===== config.mk =====
export PLATFORM = sky130hd
export DESIGN_NAME = ble_advertising_data_parser
export DESIGN_NICKNAME = d
export VERILOG_FILES = /design/src/sv/bdp_pkg.sv /design/src/sv/ble_advertising_data_parser.sv /design/src/sv/bdp_walk.sv
export SDC_FILE = /design/constraint.sdc
export NUM_CORES = 1
export LEC_CHECK = 0
export ABC_AREA = 1
export BUFFER_PORTS_ARGS = -buffer_cell sky130_fd_sc_hd__buf_2
export CAP_MARGIN = 15
export CORE_MARGIN = 2
export CORE_UTILIZATION = 40
export CTS_BUF_LIST = sky130_fd_sc_hd__clkbuf_16
export CTS_CLUSTER_DIAMETER = 200
export CTS_CLUSTER_SIZE = 24
export DETAILED_ROUTE_END_ITERATION = 8
export SYNTH_ARGS = -nofsm -noshare
export SYNTH_HDL_FRONTEND = slang
export SYNTH_SLANG_ARGS = --single-unit
export TNS_END_PERCENT = 30

===== constraint.sdc =====
create_clock -name clk -period 15.75 [get_ports clk]
set_clock_uncertainty 0.2 [all_clocks]
set_input_delay 1.575 -clock clk [delete_from_list [all_inputs] [get_ports clk]]
set_output_delay 1.575 -clock clk [all_outputs]
set_load 0.1 [all_outputs]

===== src/sv/bdp_pkg.sv =====
package bdp_pkg;

    // AD structure types of interest
    localparam logic [7:0] TYPE_FLAGS      = 8'h01;
    localparam logic [7:0] TYPE_NAME_SHORT = 8'h08;
    localparam logic [7:0] TYPE_NAME_FULL  = 8'h09;
    localparam logic [7:0] TYPE_APPEARANCE = 8'h19;

    // Why the walk ended
    localparam logic [1:0] STOP_END      = 2'd0;
    localparam logic [1:0] STOP_ZERO_LEN = 2'd1;
    localparam logic [1:0] STOP_OVERRUN  = 2'd2;

    // Result kinds
    localparam logic KIND_NAME    = 1'b0;
    localparam logic KIND_SUMMARY = 1'b1;

    // Default depth of the result queue (power of two, at least 2)
    localparam int BDP_OUT_DEPTH = 4;

    typedef struct packed {
        logic        kind;
        logic [7:0]  name_byte;
        logic        name_found;
        logic [7:0]  name_length;
        logic        flags_found;
        logic [7:0]  flags_value;
        logic        appearance_found;
        logic [15:0] appearance_value;
        logic [1:0]  stop_code;
        logic        last;
    } result_t;

endpackage


===== src/sv/ble_advertising_data_parser.sv =====
// BLE advertising data parser: walks an advertising report one payload byte
// per beat as a chain of length-type-value AD structures.
// Input stream (s_axis): one payload byte per beat; tuser high on the first
// byte of a report, where the report length in tdata[15:8] is taken.
// Output stream (m_axis): tuser 0 is a name character, tuser 1 is the
// end-of-report summary (flags, appearance, name length, stop reason).
// tlast marks the last result beat caused by one input beat.
// Path: an accepted byte is held in the input register, and the walk step
// writes its results into the result queue, whose head drives m_axis.
// Throughput: one input byte per cycle while the queue has room. Only the
// final byte of a report can raise two result beats (last name character
// plus summary); the output side moves one beat per cycle while m_axis_tready
// is high, so the second beat waits in the result queue.
// The walk step fires only while the queue has room for two beats; when the
// receiver stalls, the queue fills and s_axis_tready drops, holding the byte
// in the input register. Nothing is lost or repeated.
// Reset clears the walk state, the input register and the queue; the block
// is ready as soon as reset is released.
module ble_advertising_data_parser
    import bdp_pkg::*;
#(
    parameter int OUT_DEPTH = BDP_OUT_DEPTH   // power of two, 2 or more
)
(
    input  logic        clk,
    input  logic        rst_n,
    input  logic        s_axis_tvalid,
    output logic        s_axis_tready,
    input  logic [15:0] s_axis_tdata,   // data_byte[7:0], report_length[15:8]
    input  logic        s_axis_tuser,   // first_byte
    output logic        m_axis_tvalid,
    input  logic        m_axis_tready,
    // name_byte[7:0], name_found[8], name_length[16:9], flags_found[17],
    // flags_value[25:18], appearance_found[26], appearance_value[42:27],
    // stop_code[44:43], zero pad[47:45]
    output logic [47:0] m_axis_tdata,
    output logic        m_axis_tuser,   // result_kind
    output logic        m_axis_tlast    // last_result
);

    localparam int PTR_W = $clog2(OUT_DEPTH);
    localparam int CNT_W = $clog2(OUT_DEPTH + 1);

    // Input register
    logic        in_valid_reg;
    logic [7:0]  in_byte_reg;
    logic        in_first_reg;
    logic [7:0]  in_len_reg;

    // Result queue
    result_t     queue_mem [OUT_DEPTH];
    logic [PTR_W-1:0] wr_ptr_reg, rd_ptr_reg;
    logic [CNT_W-1:0] count_reg,  count_next;

    logic        step_fire;
    logic        out_pop;
    logic [1:0]  res_count;
    result_t     res_a;
    result_t     res_b;
    result_t     head;

    // Step only with room for the worst case of two result beats
    assign step_fire     = in_valid_reg && (count_reg <= CNT_W'(OUT_DEPTH - 2));
    assign s_axis_tready = !in_valid_reg || step_fire;

    always_ff @(posedge clk or negedge rst_n)
    begin
        if (!rst_n)
        begin
            in_valid_reg <= 1'b0;
        end
        else if (s_axis_tready)
        begin
            in_valid_reg <= s_axis_tvalid;
        end
    end

    // Payload of the input register: capture only on an accepted beat
    always_ff @(posedge clk)
    begin
        if (s_axis_tvalid && s_axis_tready)
        begin
            in_byte_reg  <= s_axis_tdata[7:0];
            in_len_reg   <= s_axis_tdata[15:8];
            in_first_reg <= s_axis_tuser;
        end
    end

    bdp_walk u_walk (
        .clk           (clk),
        .rst_n         (rst_n),
        .step          (step_fire),
        .data_byte     (in_byte_reg),
        .first_byte    (in_first_reg),
        .report_length (in_len_reg),
        .res_count     (res_count),
        .res_a         (res_a),
        .res_b         (res_b)
    );

    // Push up to two results in order; the second goes behind the first
    always_ff @(posedge clk)
    begin
        if (step_fire && res_count != 2'd0)
        begin
            queue_mem[wr_ptr_reg] <= res_a;
            if (res_count == 2'd2)
                queue_mem[wr_ptr_reg + PTR_W'(1)] <= res_b;
        end
    end

    assign out_pop    = m_axis_tvalid && m_axis_tready;
    assign count_next = count_reg
                      + (step_fire ? CNT_W'(res_count) : CNT_W'(0))
                      - CNT_W'(out_pop);

    always_ff @(posedge clk or negedge rst_n)
    begin
        if (!rst_n)
        begin
            wr_ptr_reg <= '0;
            rd_ptr_reg <= '0;
            count_reg  <= '0;
        end
        else
        begin
            if (step_fire)
                wr_ptr_reg <= wr_ptr_reg + PTR_W'(res_count);
            if (out_pop)
                rd_ptr_reg <= rd_ptr_reg + PTR_W'(1);
            count_reg <= count_next;
        end
    end

    // Present the queue head
    assign head          = queue_mem[rd_ptr_reg];
    assign m_axis_tvalid = (count_reg != CNT_W'(0));
    assign m_axis_tuser  = head.kind;
    assign m_axis_tlast  = head.last;
    assign m_axis_tdata  = {3'b000,
                            head.stop_code,
                            head.appearance_value,
                            head.appearance_found,
                            head.flags_value,
                            head.flags_found,
                            head.name_length,
                            head.name_found,
                            head.name_byte};

endmodule


===== src/sv/bdp_walk.sv =====
module bdp_walk
    import bdp_pkg::*;
(
    input  logic       clk,
    input  logic       rst_n,
    input  logic       step,
    input  logic [7:0] data_byte,
    input  logic       first_byte,
    input  logic [7:0] report_length,
    output logic [1:0] res_count,
    output result_t    res_a,
    output result_t    res_b
);

    localparam logic [1:0] PH_LEN   = 2'd0;
    localparam logic [1:0] PH_TYPE  = 2'd1;
    localparam logic [1:0] PH_VALUE = 2'd2;

    logic [7:0]  bytes_left_reg,  bytes_left_next;
    logic [7:0]  field_left_reg,  field_left_next;
    logic [1:0]  phase_reg,       phase_next;
    logic [1:0]  vpos_reg,        vpos_next;     // saturates at 2
    logic [7:0]  cur_type_reg,    cur_type_next;
    logic        stopped_reg,     stopped_next;
    logic [1:0]  reason_reg,      reason_next;
    logic        flags_seen_reg,  flags_seen_next;
    logic [7:0]  flags_byte_reg,  flags_byte_next;
    logic        app_seen_reg,    app_seen_next;
    logic [15:0] app_word_reg,    app_word_next;
    logic        name_seen_reg,   name_seen_next;
    logic        in_name_reg,     in_name_next;
    logic [7:0]  name_count_reg,  name_count_next;

    logic        emit_name;
    logic        emit_sum;
    logic        last_val;
    result_t     name_res;
    result_t     sum_res;

    always_comb
    begin
        bytes_left_next = bytes_left_reg;
        field_left_next = field_left_reg;
        phase_next      = phase_reg;
        vpos_next       = vpos_reg;
        cur_type_next   = cur_type_reg;
        stopped_next    = stopped_reg;
        reason_next     = reason_reg;
        flags_seen_next = flags_seen_reg;
        flags_byte_next = flags_byte_reg;
        app_seen_next   = app_seen_reg;
        app_word_next   = app_word_reg;
        name_seen_next  = name_seen_reg;
        in_name_next    = in_name_reg;
        name_count_next = name_count_reg;
        emit_name       = 1'b0;
        emit_sum        = 1'b0;
        last_val        = 1'b0;

        if (step)
        begin
            // A new report drops whatever was open
            if (first_byte)
            begin
                bytes_left_next = report_length;
                field_left_next = '0;
                phase_next      = PH_LEN;
                vpos_next       = '0;
                cur_type_next   = '0;
                stopped_next    = 1'b0;
                reason_next     = STOP_END;
                flags_seen_next = 1'b0;
                flags_byte_next = '0;
                app_seen_next   = 1'b0;
                app_word_next   = '0;
                name_seen_next  = 1'b0;
                in_name_next    = 1'b0;
                name_count_next = '0;
            end

            if (bytes_left_next != 8'd0)
            begin
                if (!stopped_next)
                begin
                    case (phase_next)
                        PH_LEN:
                        begin
                            if (data_byte == 8'd0)
                            begin
                                stopped_next = 1'b1;
                                reason_next  = STOP_ZERO_LEN;
                            end
                            else if (data_byte >= bytes_left_next)
                            begin
                                stopped_next = 1'b1;
                                reason_next  = STOP_OVERRUN;
                            end
                            else
                            begin
                                field_left_next = data_byte;
                                phase_next      = PH_TYPE;
                            end
                        end
                        PH_TYPE:
                        begin
                            cur_type_next   = data_byte;
                            field_left_next = field_left_next - 8'd1;
                            vpos_next       = '0;
                            if ((data_byte inside {TYPE_NAME_SHORT, TYPE_NAME_FULL})
                                && !name_seen_next)
                            begin
                                name_seen_next = 1'b1;
                                in_name_next   = 1'b1;
                            end
                            if (field_left_next == 8'd0)
                            begin
                                if (data_byte == TYPE_FLAGS)
                                    flags_seen_next = 1'b1;
                                if (data_byte == TYPE_APPEARANCE)
                                    app_seen_next = 1'b1;
                                in_name_next = 1'b0;
                                phase_next   = PH_LEN;
                            end
                            else
                            begin
                                phase_next = PH_VALUE;
                            end
                        end
                        default:
                        begin
                            last_val = (field_left_next == 8'd1);
                            if (cur_type_next == TYPE_FLAGS && !flags_seen_next
                                && vpos_next == 2'd0)
                                flags_byte_next = data_byte;
                            if (cur_type_next == TYPE_APPEARANCE && !app_seen_next)
                            begin
                                if (vpos_next == 2'd0)
                                    app_word_next[7:0] = data_byte;
                                else if (vpos_next == 2'd1)
                                    app_word_next[15:8] = data_byte;
                            end
                            // drop a single trailing zero of the name
                            if (in_name_next && (!last_val || data_byte != 8'd0))
                            begin
                                emit_name       = 1'b1;
                                name_count_next = name_count_next + 8'd1;
                            end
                            if (vpos_next != 2'd2)
                                vpos_next = vpos_next + 2'd1;
                            field_left_next = field_left_next - 8'd1;
                            if (last_val)
                            begin
                                if (cur_type_next == TYPE_FLAGS)
                                    flags_seen_next = 1'b1;
                                if (cur_type_next == TYPE_APPEARANCE)
                                    app_seen_next = 1'b1;
                                in_name_next = 1'b0;
                                phase_next   = PH_LEN;
                            end
                        end
                    endcase
                end

                bytes_left_next = bytes_left_next - 8'd1;
                emit_sum        = (bytes_left_next == 8'd0);
            end
        end
    end

    always_comb
    begin
        name_res           = '0;
        name_res.kind      = KIND_NAME;
        name_res.name_byte = data_byte;
        name_res.last      = !emit_sum;

        sum_res                  = '0;
        sum_res.kind             = KIND_SUMMARY;
        sum_res.name_found       = name_seen_next;
        sum_res.name_length      = name_count_next;
        sum_res.flags_found      = flags_seen_next;
        sum_res.flags_value      = flags_byte_next;
        sum_res.appearance_found = app_seen_next;
        sum_res.appearance_value = app_word_next;
        sum_res.stop_code        = stopped_next ? reason_next : STOP_END;
        sum_res.last             = 1'b1;

        res_a     = emit_name ? name_res : sum_res;
        res_b     = sum_res;
        res_count = {1'b0, emit_name} + {1'b0, emit_sum};
    end

    always_ff @(posedge clk or negedge rst_n)
    begin
        if (!rst_n)
        begin
            bytes_left_reg <= '0;
            field_left_reg <= '0;
            phase_reg      <= PH_LEN;
            vpos_reg       <= '0;
            cur_type_reg   <= '0;
            stopped_reg    <= 1'b0;
            reason_reg     <= STOP_END;
            flags_seen_reg <= 1'b0;
            flags_byte_reg <= '0;
            app_seen_reg   <= 1'b0;
            app_word_reg   <= '0;
            name_seen_reg  <= 1'b0;
            in_name_reg    <= 1'b0;
            name_count_reg <= '0;
        end
        else
        begin
            bytes_left_reg <= bytes_left_next;
            field_left_reg <= field_left_next;
            phase_reg      <= phase_next;
            vpos_reg       <= vpos_next;
            cur_type_reg   <= cur_type_next;
            stopped_reg    <= stopped_next;
            reason_reg     <= reason_next;
            flags_seen_reg <= flags_seen_next;
            flags_byte_reg <= flags_byte_next;
            app_seen_reg   <= app_seen_next;
            app_word_reg   <= app_word_next;
            name_seen_reg  <= name_seen_next;
            in_name_reg    <= in_name_next;
            name_count_reg <= name_count_next;
        end
    end

endmodule

==> impl_metrics.csv, run 1 <==
group,metric,value,unit
outcome,status,"finished clean",
die,dieArea,36400,um^2
setup_path,timing.setup.critical_path_class,"register to register",
clock_tree,clk_latency,0.51,ns
timing,rsz0062_at_grt,"no",
place,hpwl,22.4,mm
yosys,ys_seq_area_frac,0.547,
pwr,switchingPower,1.61,mW
pwr,swShare,0.551,
clock_tree,cts_resized,0,
yosys,ys.flop_type,"edfxtp_1",
clock_tree,clock_path_buffers,3,
grt,grt_start_max_net_pins,97,
die,die_h,191,um
routing,vias,10900,
yosys,postSynthAreaPerCell,8.92,um^2
grt,met1_usage,0.288,
yosys,synthDistinctLibCells,50,
pwr,cellLeakagePower,6.07,nW
die,chipWidth,191,um
layout,drive_gt1_frac,0.121,
timing,hold_violations,0,
layout,largest_reg_flops,188,
yosys,synthCells,1563,
pwr,vdd_drop_max,0.226,mV
clock_tree,cts_setup_buffers,0,
setup_path,crit_chain,"inv_4, o21ai_0, ha_1, nand2_1, nor2_2, nand2_4, nand2_1, nor3_1, nand3_1, nor2_1, inv_1, ha_1, nor2_1, inv_2, nor3_1, inv_1, nor2_1, inv_1, nand2_2, o21ai_2, buf_4, a21oi_1",
timing,report.final.slew_viol_count,0,
die,start_util,0.405,
yosys,ys_warn_count,0,
pwr,p_int,1.31,mW
yosys,ys_seq_elements,280,
routing,routed_wl,36.8,mm
die,row_count,68,
timing,worst_pin_slew,1.14,ns
place,gp_congestion,0.833,
setup_path,critical_path.max_stage_delay,0.80,ns
routing,post_drt_wl_per_cell,18.0,um
setup_path,crit_required,15.90,ns
routing,drtAntennaViolNets,0,
timing,setup_viol,0,
layout,fillerInstances,3418,
setup_path,path_delay_family,"simple AND/OR/NAND/NOR gates",
setup_path,start_kind,"register",
grt,gr-total-overflow,0,
setup_path,cp_slowest_cell,"nand2_2",
pwr,pwr-share-comb,0.551,
clock_tree,clk_pin_slew_worst_paths,0.11,ns
timing,period_minus_slack,6.39,ns
layout,num_antenna_cells,0,
grt,gr-usage-met3,0.0247,
routing,drc_errors,0,
yosys,synth.cell_area,13900,um^2
die,core_area,34500,um^2
yosys,synth_edf_count,165,
timing,finalCritPeriodShare,0.406,
timing,slew_headroom,0.238,
setup_path,endpoint_kind,"register",
pwr,p_clk_frac,0.144,
setup_path,crit_arrival,6.54,ns
timing,holdWs,0.261,ns
grt,gr-usage-all-layers,0.207,
yosys,ys_async_sr_fraction,0.268,
die,num_io_pins,73,
layout,multi_input_area,5480,um^2
grt,grt_pass1_vias,10700,
job,drv_cap,0,
place,port_buffers,69,
clock_tree,cts_buffers,15,
timing,tns,0,ns
grt,antenna_found_initial,0,
grt,top_usage_layer,"met2",
clock_tree,ctsHoldBuffers,0,
pwr,power_frac_seq,0.305,
layout,fin_nets,1628,
setup_path,critPathBufInv,6,
hold_path,hp-class,"register to register",
setup_path,worstPathMaxFanout,59,
clock_tree,cts_root_buf,"clkbuf_16",
pwr,power-per-cell-area,195,nW/um^2
routing,vias_per_cell,5.35,
clock_tree,cts_tree,"built",
routing,firstDrtPassIters,7,
grt,grt_pass1_wl,59.4,mm
timing,max_freq,157,MHz
clock_tree,clock-sinks,280,
grt,globalRouteMet2Util,0.344,
layout,regArea,7630,um^2
clock_tree,htree_levels,1,
routing,first_iter_violations,892,
layout,area_delta_synth_final,7.45,%
## power groups by stage
stage          clock (mW)  sequential [mW]  combinational [mW]
3_3_place_gp            0            0.907                1.60
2_1_floorplan           0            0.885                1.32
6_report            0.420            0.893                1.61
4_1_cts             0.432            0.892                1.62
5_1_grt             0.455            0.901                1.74
3_5_place_dp            0            0.908                1.62
## cell usage after synthesis (all sizes together), types with 2 or more instances
library cell	number	share of area
nor3	9	0.0048
o22ai	55	0.025
xor2	11	0.0069
nor2	210	0.061
edfxtp	165	0.36
a21boi	2	0.0011
buf	33	0.020
nand3	62	0.026
xnor2	3	0.0019
clkbuf	49	0.013
o21bai	2	0.0011
o21ai	188	0.071
nand3b	4	0.0022
nand4	13	0.0058
a21oi	133	0.053
dfrtp	75	0.13
nand2	364	0.10
inv	111	0.030
a22oi	2	0.0011
ha	23	0.021
dfxtp	40	0.057
## final timing paths
path / slack (ns) / to / cells past startpoint / start
setup reg to reg: 9.36 / queue_mem[0][24] / 22 / in_first_reg
max in group asynchronous: 13.54 / rd_ptr_reg[0] / 2 / rst_n
hold reg to reg: 0.26 / queue_mem[2][46] / 2 / queue_mem[2][46]
hold / removal: 0.26 / queue_mem[2][46] / 2 / queue_mem[2][46]
setup / recovery: 9.36 / queue_mem[0][24] / 22 / in_first_reg
min in group asynchronous: 0.80 / u_walk.field_left_reg[1] / 1 / rst_n
## per-stage QoR
step,cells,setup slack [ns],area (um^2),power (mW),utilization
after floorplan,1565,10.22,14000,2.21,-
after global placement,2021,9.63,14600,2.51,0.423
after detailed placement,2021,9.39,14600,2.52,0.423
after CTS,2047,9.38,15000,2.94,0.435
after global routing,2047,8.77,15000,3.09,0.435
final,2047,9.36,15000,2.92,0.435
## placed cells by master (no fill, tap or decap), types with 2 or more instances in the layout
master	instances
dfxtp_1	40
nor3_2	2
inv_6	2
conb_1	3
clkbuf_16	15
buf_2	68
o21ai_2	5
nand4_1	13
o21ai_0	167
inv_1	107
nand2_2	15
nand3_1	52
nor2_4	2
nand3b_1	4
buf_4	15
o21ai_1	10
edfxtp_1	165
a22oi_1	2
nor2_1	195
nand3_2	10
o21bai_1	2
xor2_1	11
nor2_2	12
ha_1	23
nand2_4	4
dfrtp_1	74
o22ai_1	55
nor3_1	6
nand2_1	344
xnor2_1	3
inv_2	12
a21oi_2	20
o21ai_4	6
a21oi_1	113
## per-layer routing
| metal | vias to the layer above | part of all wire |
|---|---|---|
| met3 | 42 | 0.059 |
| met2 | 329 | 0.47 |
| met4 | 0 | 0.016 |
| met5 | - | 0 |
| li1 | 5310 | - |
| met1 | 5263 | 0.46 |
## worst reg2reg max path, cell delays in order (launching register included)
cell      delay, ns
edfxtp_1       0.75
inv_4          0.74
o21ai_0        0.38
ha_1           0.33
nand2_1        0.09
nor2_2         0.06
nand2_4        0.25
nand2_1        0.22
nor3_1         0.26
nand3_1        0.09
nor2_1         0.20
inv_1          0.07
ha_1           0.18
nor2_1         0.14
inv_2          0.07
nor3_1         0.13
inv_1          0.23
nor2_1         0.30
inv_1          0.09
nand2_2        0.80
o21ai_2        0.11
buf_4          0.33
a21oi_1        0.22
## cells by family (layout without fill, tap and decap cells)
family                     count (synthesis)  after routing  synth area share
adders and majority gates                 24             24            0.0221
buffers and inverters                    194            221            0.0634
other                                      1              3          0.000269
DFF                                      280            280             0.547
and+or+nand+nor                          666            666             0.205
xor gates and xnor gates                  14             14           0.00879
AOI/OAI and AO/OA                        384            384             0.153
## layout make-up
| type | count | share of cell area |
|---|---|---|
| sequential | 280 | 0.509 |
| inverter | 112 | 0.0282 |
| multi-input combinational | 1091 | 0.366 |
| clock inverter | 11 | 0.00342 |
| timing repair buffer | 83 | 0.0302 |
| clock buffer | 15 | 0.0250 |
| tap | 455 | 0.0380 |
Note: power is estimated with default switching activity, not from simulation.
==> run 2, diff against run 1 <==
==> constraint.sdc (replaced) <==
create_clock -name clk -period 5.4 [get_ports clk]
set_clock_uncertainty 0.2 [all_clocks]
set_input_delay 0.54 -clock clk [delete_from_list [all_inputs] [get_ports clk]]
set_output_delay 0.54 -clock clk [all_outputs]
set_load 0.1 [all_outputs]
==> impl_metrics.csv, run 2 (synthesis results as in run 1) <==
group,metric,value,unit
setup_path,startpoint,"in_first_reg",
clock_tree,clk_latency,0.51,ns
setup_path,reg2reg_depth,20,
routing,drtAntennaViolNets,0,
timing,rsz0062_at_grt,"no",
pwr,vdd_drop_max,0.511,mV
die,dieArea,36400,um^2
clock_tree,clk_pin_slew_worst_paths,0.10,ns
pwr,power-per-cell-area,565,nW/um^2
timing,slew_headroom,0.293,
grt,gr-usage-all-layers,0.201,
layout,fin_nets,1640,
routing,first_iter_violations,973,
layout,final_common_cell,"nand2_1",
clock_tree,cts_tree,"built",
layout,area_delta_synth_final,8.19,%
pwr,cellLeakagePower,6.12,nW
layout,final_area,15100,um^2
layout,largest_reg_flops,188,
routing,vias_per_cell,5.31,
place,hpwl,22.7,mm
routing,drc_errors,0,
hold_path,hp-class,"primary input to async pin",
setup_path,endpoint_kind,"register",
setup_path,crit_arrival,4.84,ns
grt,antenna_found_initial,0,
die,chipWidth,191,um
routing,post_drt_wl_per_cell,17.7,um
clock_tree,cts_root_buf,"clkbuf_16",
clock_tree,cts_buffers,15,
die,num_io_pins,73,
grt,grt_pass1_wl,57.7,mm
place,port_buffers,69,
routing,routed_wl,36.4,mm
grt,grt_start_max_net_pins,97,
timing,worst_pin_slew,1.06,ns
setup_path,start_kind,"register",
grt,gr-total-overflow,0,
layout,num_antenna_cells,0,
job,drv_cap,0,
timing,setup_viol,0,
clock_tree,clock-sinks,280,
layout,fillerInstances,3359,
layout,drive_gt1_frac,0.125,
routing,firstDrtPassIters,6,
timing,holdWs,0.00117,ns
place,dp_cells,2028,
grt,grt_pass1_vias,10600,
place,postPlaceCellArea,14600,um^2
die,core_area,34500,um^2
timing,hold_violations,0,
layout,finalNonFillerCells,2059,
setup_path,timing.setup.critical_path_class,"register to register",
setup_path,worstPathMaxFanout,47,
die,die_h,191,um
timing,finalCritPeriodShare,0.907,
layout,final_cell_mix,"nand2_1, nor2_1, o21ai_0, edfxtp_1, a21oi_1",
timing,max_freq,204,MHz
outcome,status,"finished clean",
timing,period_minus_slack,4.90,ns
setup_path,crit_required,5.34,ns
timing,report.final.slew_viol_count,0,
setup_path,reg2reg_from,"in_first_reg",
die,row_count,68,
place,gp_congestion,0.874,
routing,vias,10900,
die,start_util,0.405,
clock_tree,clock_path_buffers,3,
timing,tns,0,ns
clock_tree,htree_levels,1,
==> run 2: cell count changes in the layout (fill, tap and decap cells not counted) <==
cell and change:
clkinv_2 +1, inv_2 -1, dlygate4sd3_1 +5, buf_4 +7
==> run 2: repair_timing <==
item,CTS,global route
buffers inserted,0,0
hold buffers,5,0
resized for setup,0,0
hold endpoints to repair,5,0
==> run 2: area by class of cell <==
class / count / area, um^2 / area share
clock buffers: 15 / 375 / 0.0249
clock inverters: 11 / 51.3 / 0.00340
inverters: 112 / 424 / 0.0281
multi-input cells: 1091 / 5480 / 0.363
flip-flops and latches: 280 / 7630 / 0.506
well taps: 455 / 569 / 0.0377
repair buffers: 95 / 556 / 0.0368
==> run 2: through the flow <==
stage,setup WS (ns),utilization,power (mW)
finish,0.503,0.438,8.52
CTS,0.535,0.438,8.56
floorplan,0.665,-,6.44
global route,0.0833,0.438,8.97
detailed placement,0.567,0.424,7.36
global placement,0.680,0.424,7.32
==> run 2: final timing paths <==
| path | to | slack (ns) |
|---|---|---|
| max | queue_mem[0][11] | 0.50 |
| min | u_walk.field_left_reg[5] | 0.001 |
| max reg2reg | queue_mem[0][11] | 0.50 |
| min reg2reg | queue_mem[1][46] | 0.26 |
| max in group asynchronous | rd_ptr_reg[0] | 4.23 |
| min in group clk | in_byte_reg[4] | 0.03 |
==> run 2: where the power goes <==
group / switching (mW) / internal, mW / leakage (nW)
clock: 0.702 / 0.518 / 0.242
sequential: 0.138 / 2.44 / 2.94
combinational: 3.84 / 0.880 / 2.95
total: 4.68 / 3.84 / 6.12
==> run 2: layer usage <==
metal | routed length (um) | global-route usage | share of wire | vias to the layer above
met2 | 17400 | 0.342 | 0.48 | 315
met1 | 16400 | 0.274 | 0.45 | 5233
met5 | 0 | 0 | 0 | -
met4 | 775 | 0.0543 | 0.021 | 0
met3 | 1840 | 0.0193 | 0.051 | 49
li1 | - | - | - | 5340
==> run 2: worst max-delay path: stages (launching register included) <==
cell	delay [ns]
edfxtp_1	0.41
buf_4	0.19
inv_4	0.16
buf_4	0.56
nand2_1	0.28
ha_1	0.27
nand3_1	0.12
nor3_4	0.08
nand2_2	0.14
nand2_4	0.08
nor2_8	0.13
nand2_8	0.10
ha_1	0.24
nor2_1	0.12
inv_2	0.07
nor3_1	0.14
inv_1	0.22
nor2_1	0.26
inv_1	0.08
nand2_2	0.08
buf_4	0.51
==> run 3, diff against run 2 <==
--- a/config.mk
+++ b/config.mk
@@ -8,6 +8,7 @@
 export ABC_AREA = 1
 export BUFFER_PORTS_ARGS = -buffer_cell sky130_fd_sc_hd__buf_2
 export CAP_MARGIN = 15
+export CORE_ASPECT_RATIO = 1.25
 export CORE_MARGIN = 2
 export CORE_UTILIZATION = 40
 export CTS_BUF_LIST = sky130_fd_sc_hd__clkbuf_16
==> constraint.sdc (replaced) <==
create_clock -name clk -period 4.95 [get_ports clk]
set_clock_uncertainty 0.2 [all_clocks]
set_input_delay 0.495 -clock clk [delete_from_list [all_inputs] [get_ports clk]]
set_output_delay 0.495 -clock clk [all_outputs]
set_load 0.1 [all_outputs]
==> impl_metrics.csv, run 3 (synthesis results as in run 1) <==
group,metric,value,unit
clock_tree,htree_levels,1,
routing,vias_per_cell,5.27,
setup_path,crit_arrival,4.66,ns
pwr,vdd_drop_max,0.500,mV
grt,gr-total-overflow,0,
layout,utilization,0.444,
pwr,cellLeakagePower,6.21,nW
layout,drive_gt1_frac,0.125,
timing,setup_viol,0,
pwr,p_clk_frac,0.142,
die,chipWidth,171,um
layout,finalNonFillerCells,2089,
timing,hold_violations,0,
clock_tree,cts_setup_buffers,0,
place,hpwl,22.9,mm
layout,fin_nets,1658,
routing,routed_wl,36.8,mm
routing,drtAntennaViolNets,0,
setup_path,timing.setup.critical_path_class,"register to register",
grt,grt_pass1_vias,10800,
routing,firstDrtPassIters,5,
layout,num_antenna_cells,0,
grt,gr-usage-all-layers,0.204,
setup_path,crit_required,5.01,ns
hold_path,hp-class,"register to register",
routing,drc_errors,0,
die,core_area,34400,um^2
clock_tree,clk_latency,0.51,ns
pwr,power-per-cell-area,609,nW/um^2
layout,final_cell_mix,"nand2_1, nor2_1, o21ai_0, edfxtp_1, a21oi_1",
routing,post_drt_wl_per_cell,17.6,um
pwr,p_int,4.20,mW
timing,report.final.slew_viol_count,0,
grt,grt_pass1_wl,58.7,mm
clock_tree,cts_buffers,15,
die,dieArea,36400,um^2
layout,area_delta_synth_final,9.63,%
setup_path,critical_path.max_stage_delay,0.77,ns
die,die_h,213,um
setup_path,crit_chain,"buf_4, nor2_1, ha_1, nand3_1, nor3_4, nand2_2, nand2_4, nor2_8, nand2_8, inv_2, ha_1, inv_1, nor2_1, o21ai_4, buf_4, a21oi_1",
grt,antenna_found_initial,0,
pwr,switchingPower,5.11,mW
timing,slew_headroom,0.302,
timing,period_minus_slack,4.60,ns
die,row_count,76,
place,gp_congestion,0.841,
timing,rsz0062_at_grt,"no",
pwr,swShare,0.549,
clock_tree,cts_root_buf,"clkbuf_16",
clock_tree,clk_pin_slew_worst_paths,0.11,ns
timing,max_freq,217,MHz
die,start_util,0.405,
place,port_buffers,69,
place,dp_cells,2044,
clock_tree,cts_tree,"built",
setup_path,critPathBufInv,4,
timing,tns,0,ns
routing,first_iter_violations,899,
clock_tree,clock_path_buffers,3,
layout,largest_reg_flops,188,
setup_path,endpoint_kind,"register",
place,place_ws,0.350,ns
pwr,pwr-share-comb,0.553,
setup_path,path_delay_family,"simple AND/OR/NAND/NOR gates",
outcome,status,"finished clean",
setup_path,start_kind,"register",
routing,vias,11000,
setup_path,cp_slowest_cell,"o21ai_4",
pwr,power_frac_seq,0.305,
layout,final_common_cell,"nand2_1",
setup_path,worstPathMaxFanout,25,
job,drv_cap,0,
timing,fin_ws,0.349,ns
die,num_io_pins,73,
grt,grt_start_max_net_pins,79,
timing,worst_pin_slew,1.04,ns
timing,finalCritPeriodShare,0.930,
layout,fillerInstances,3398,
clock_tree,clock-sinks,280,
[run 3: through the flow]
stage	hold slack [ns]	instance area (um^2)	power [mW]
finish	0.258	15300	9.31
global route	0.278	15300	9.81
CTS	0.0190	15300	9.37
detailed placement	0.244	14700	8.05
global placement	0.236	14700	8.01
floorplan	-0.000591	14000	7.02
[run 3: worst paths after layout]
path / from / end / slack, ns / depth (start not counted)
worst max register to register: in_first_reg / queue_mem[3][3] / 0.35 / 16
worst min-delay path: queue_mem[2][41] / queue_mem[2][41] / 0.26 / 2
min in group asynchronous: rst_n / u_walk.field_left_reg[5] / 0.29 / 2
worst max-delay path: in_first_reg / queue_mem[3][3] / 0.35 / 16
max in group asynchronous: rst_n / u_walk.flags_byte_reg[5] / 3.62 / 3
worst min register to register: queue_mem[2][41] / queue_mem[2][41] / 0.26 / 2
[run 3: layout make-up]
class / count / area [um^2] / area share
repair buffers: 113 / 751 / 0.0491
clock buffers: 15 / 375 / 0.0245
clock inverters: 10 / 42.5 / 0.00278
inverters: 112 / 423 / 0.0277
flip-flops and latches: 280 / 7630 / 0.499
multi-input cells: 1091 / 5480 / 0.358
well taps: 468 / 586 / 0.0383
[run 3: worst min-delay path: cells and delay by family, from the launching register on]
kind,cells,cell delay [ns]
compound gates,1,0.05
flops,1,0.32
simple gates,1,0.05
[run 3: power groups by stage]
stage | clock network, mW | registers (mW) | logic (mW)
final | 1.32 | 2.84 | 5.15
after global routing | 1.42 | 2.87 | 5.52
after CTS | 1.35 | 2.84 | 5.17
after detailed placement | 0 | 2.89 | 5.16
after global placement | 0 | 2.89 | 5.12
after floorplan | 0 | 2.82 | 4.21
[run 3: what timing repair did]
action                     4_1_cts  5_1_grt
resized for setup                0        1
hold endpoints to repair        18       35
setup endpoints to repair        0       32
hold buffers                    18        1
[run 3: routing by layer]
| layer | global-route usage | vias to the layer above | wire length (um) |
|---|---|---|---|
| met5 | 0 | - | 0 |
| li1 | - | 5384 | - |
| met4 | 0.0506 | 0 | 808 |
| met2 | 0.367 | 306 | 18400 |
| met1 | 0.265 | 5263 | 15700 |
| met3 | 0.0182 | 50 | 1850 |
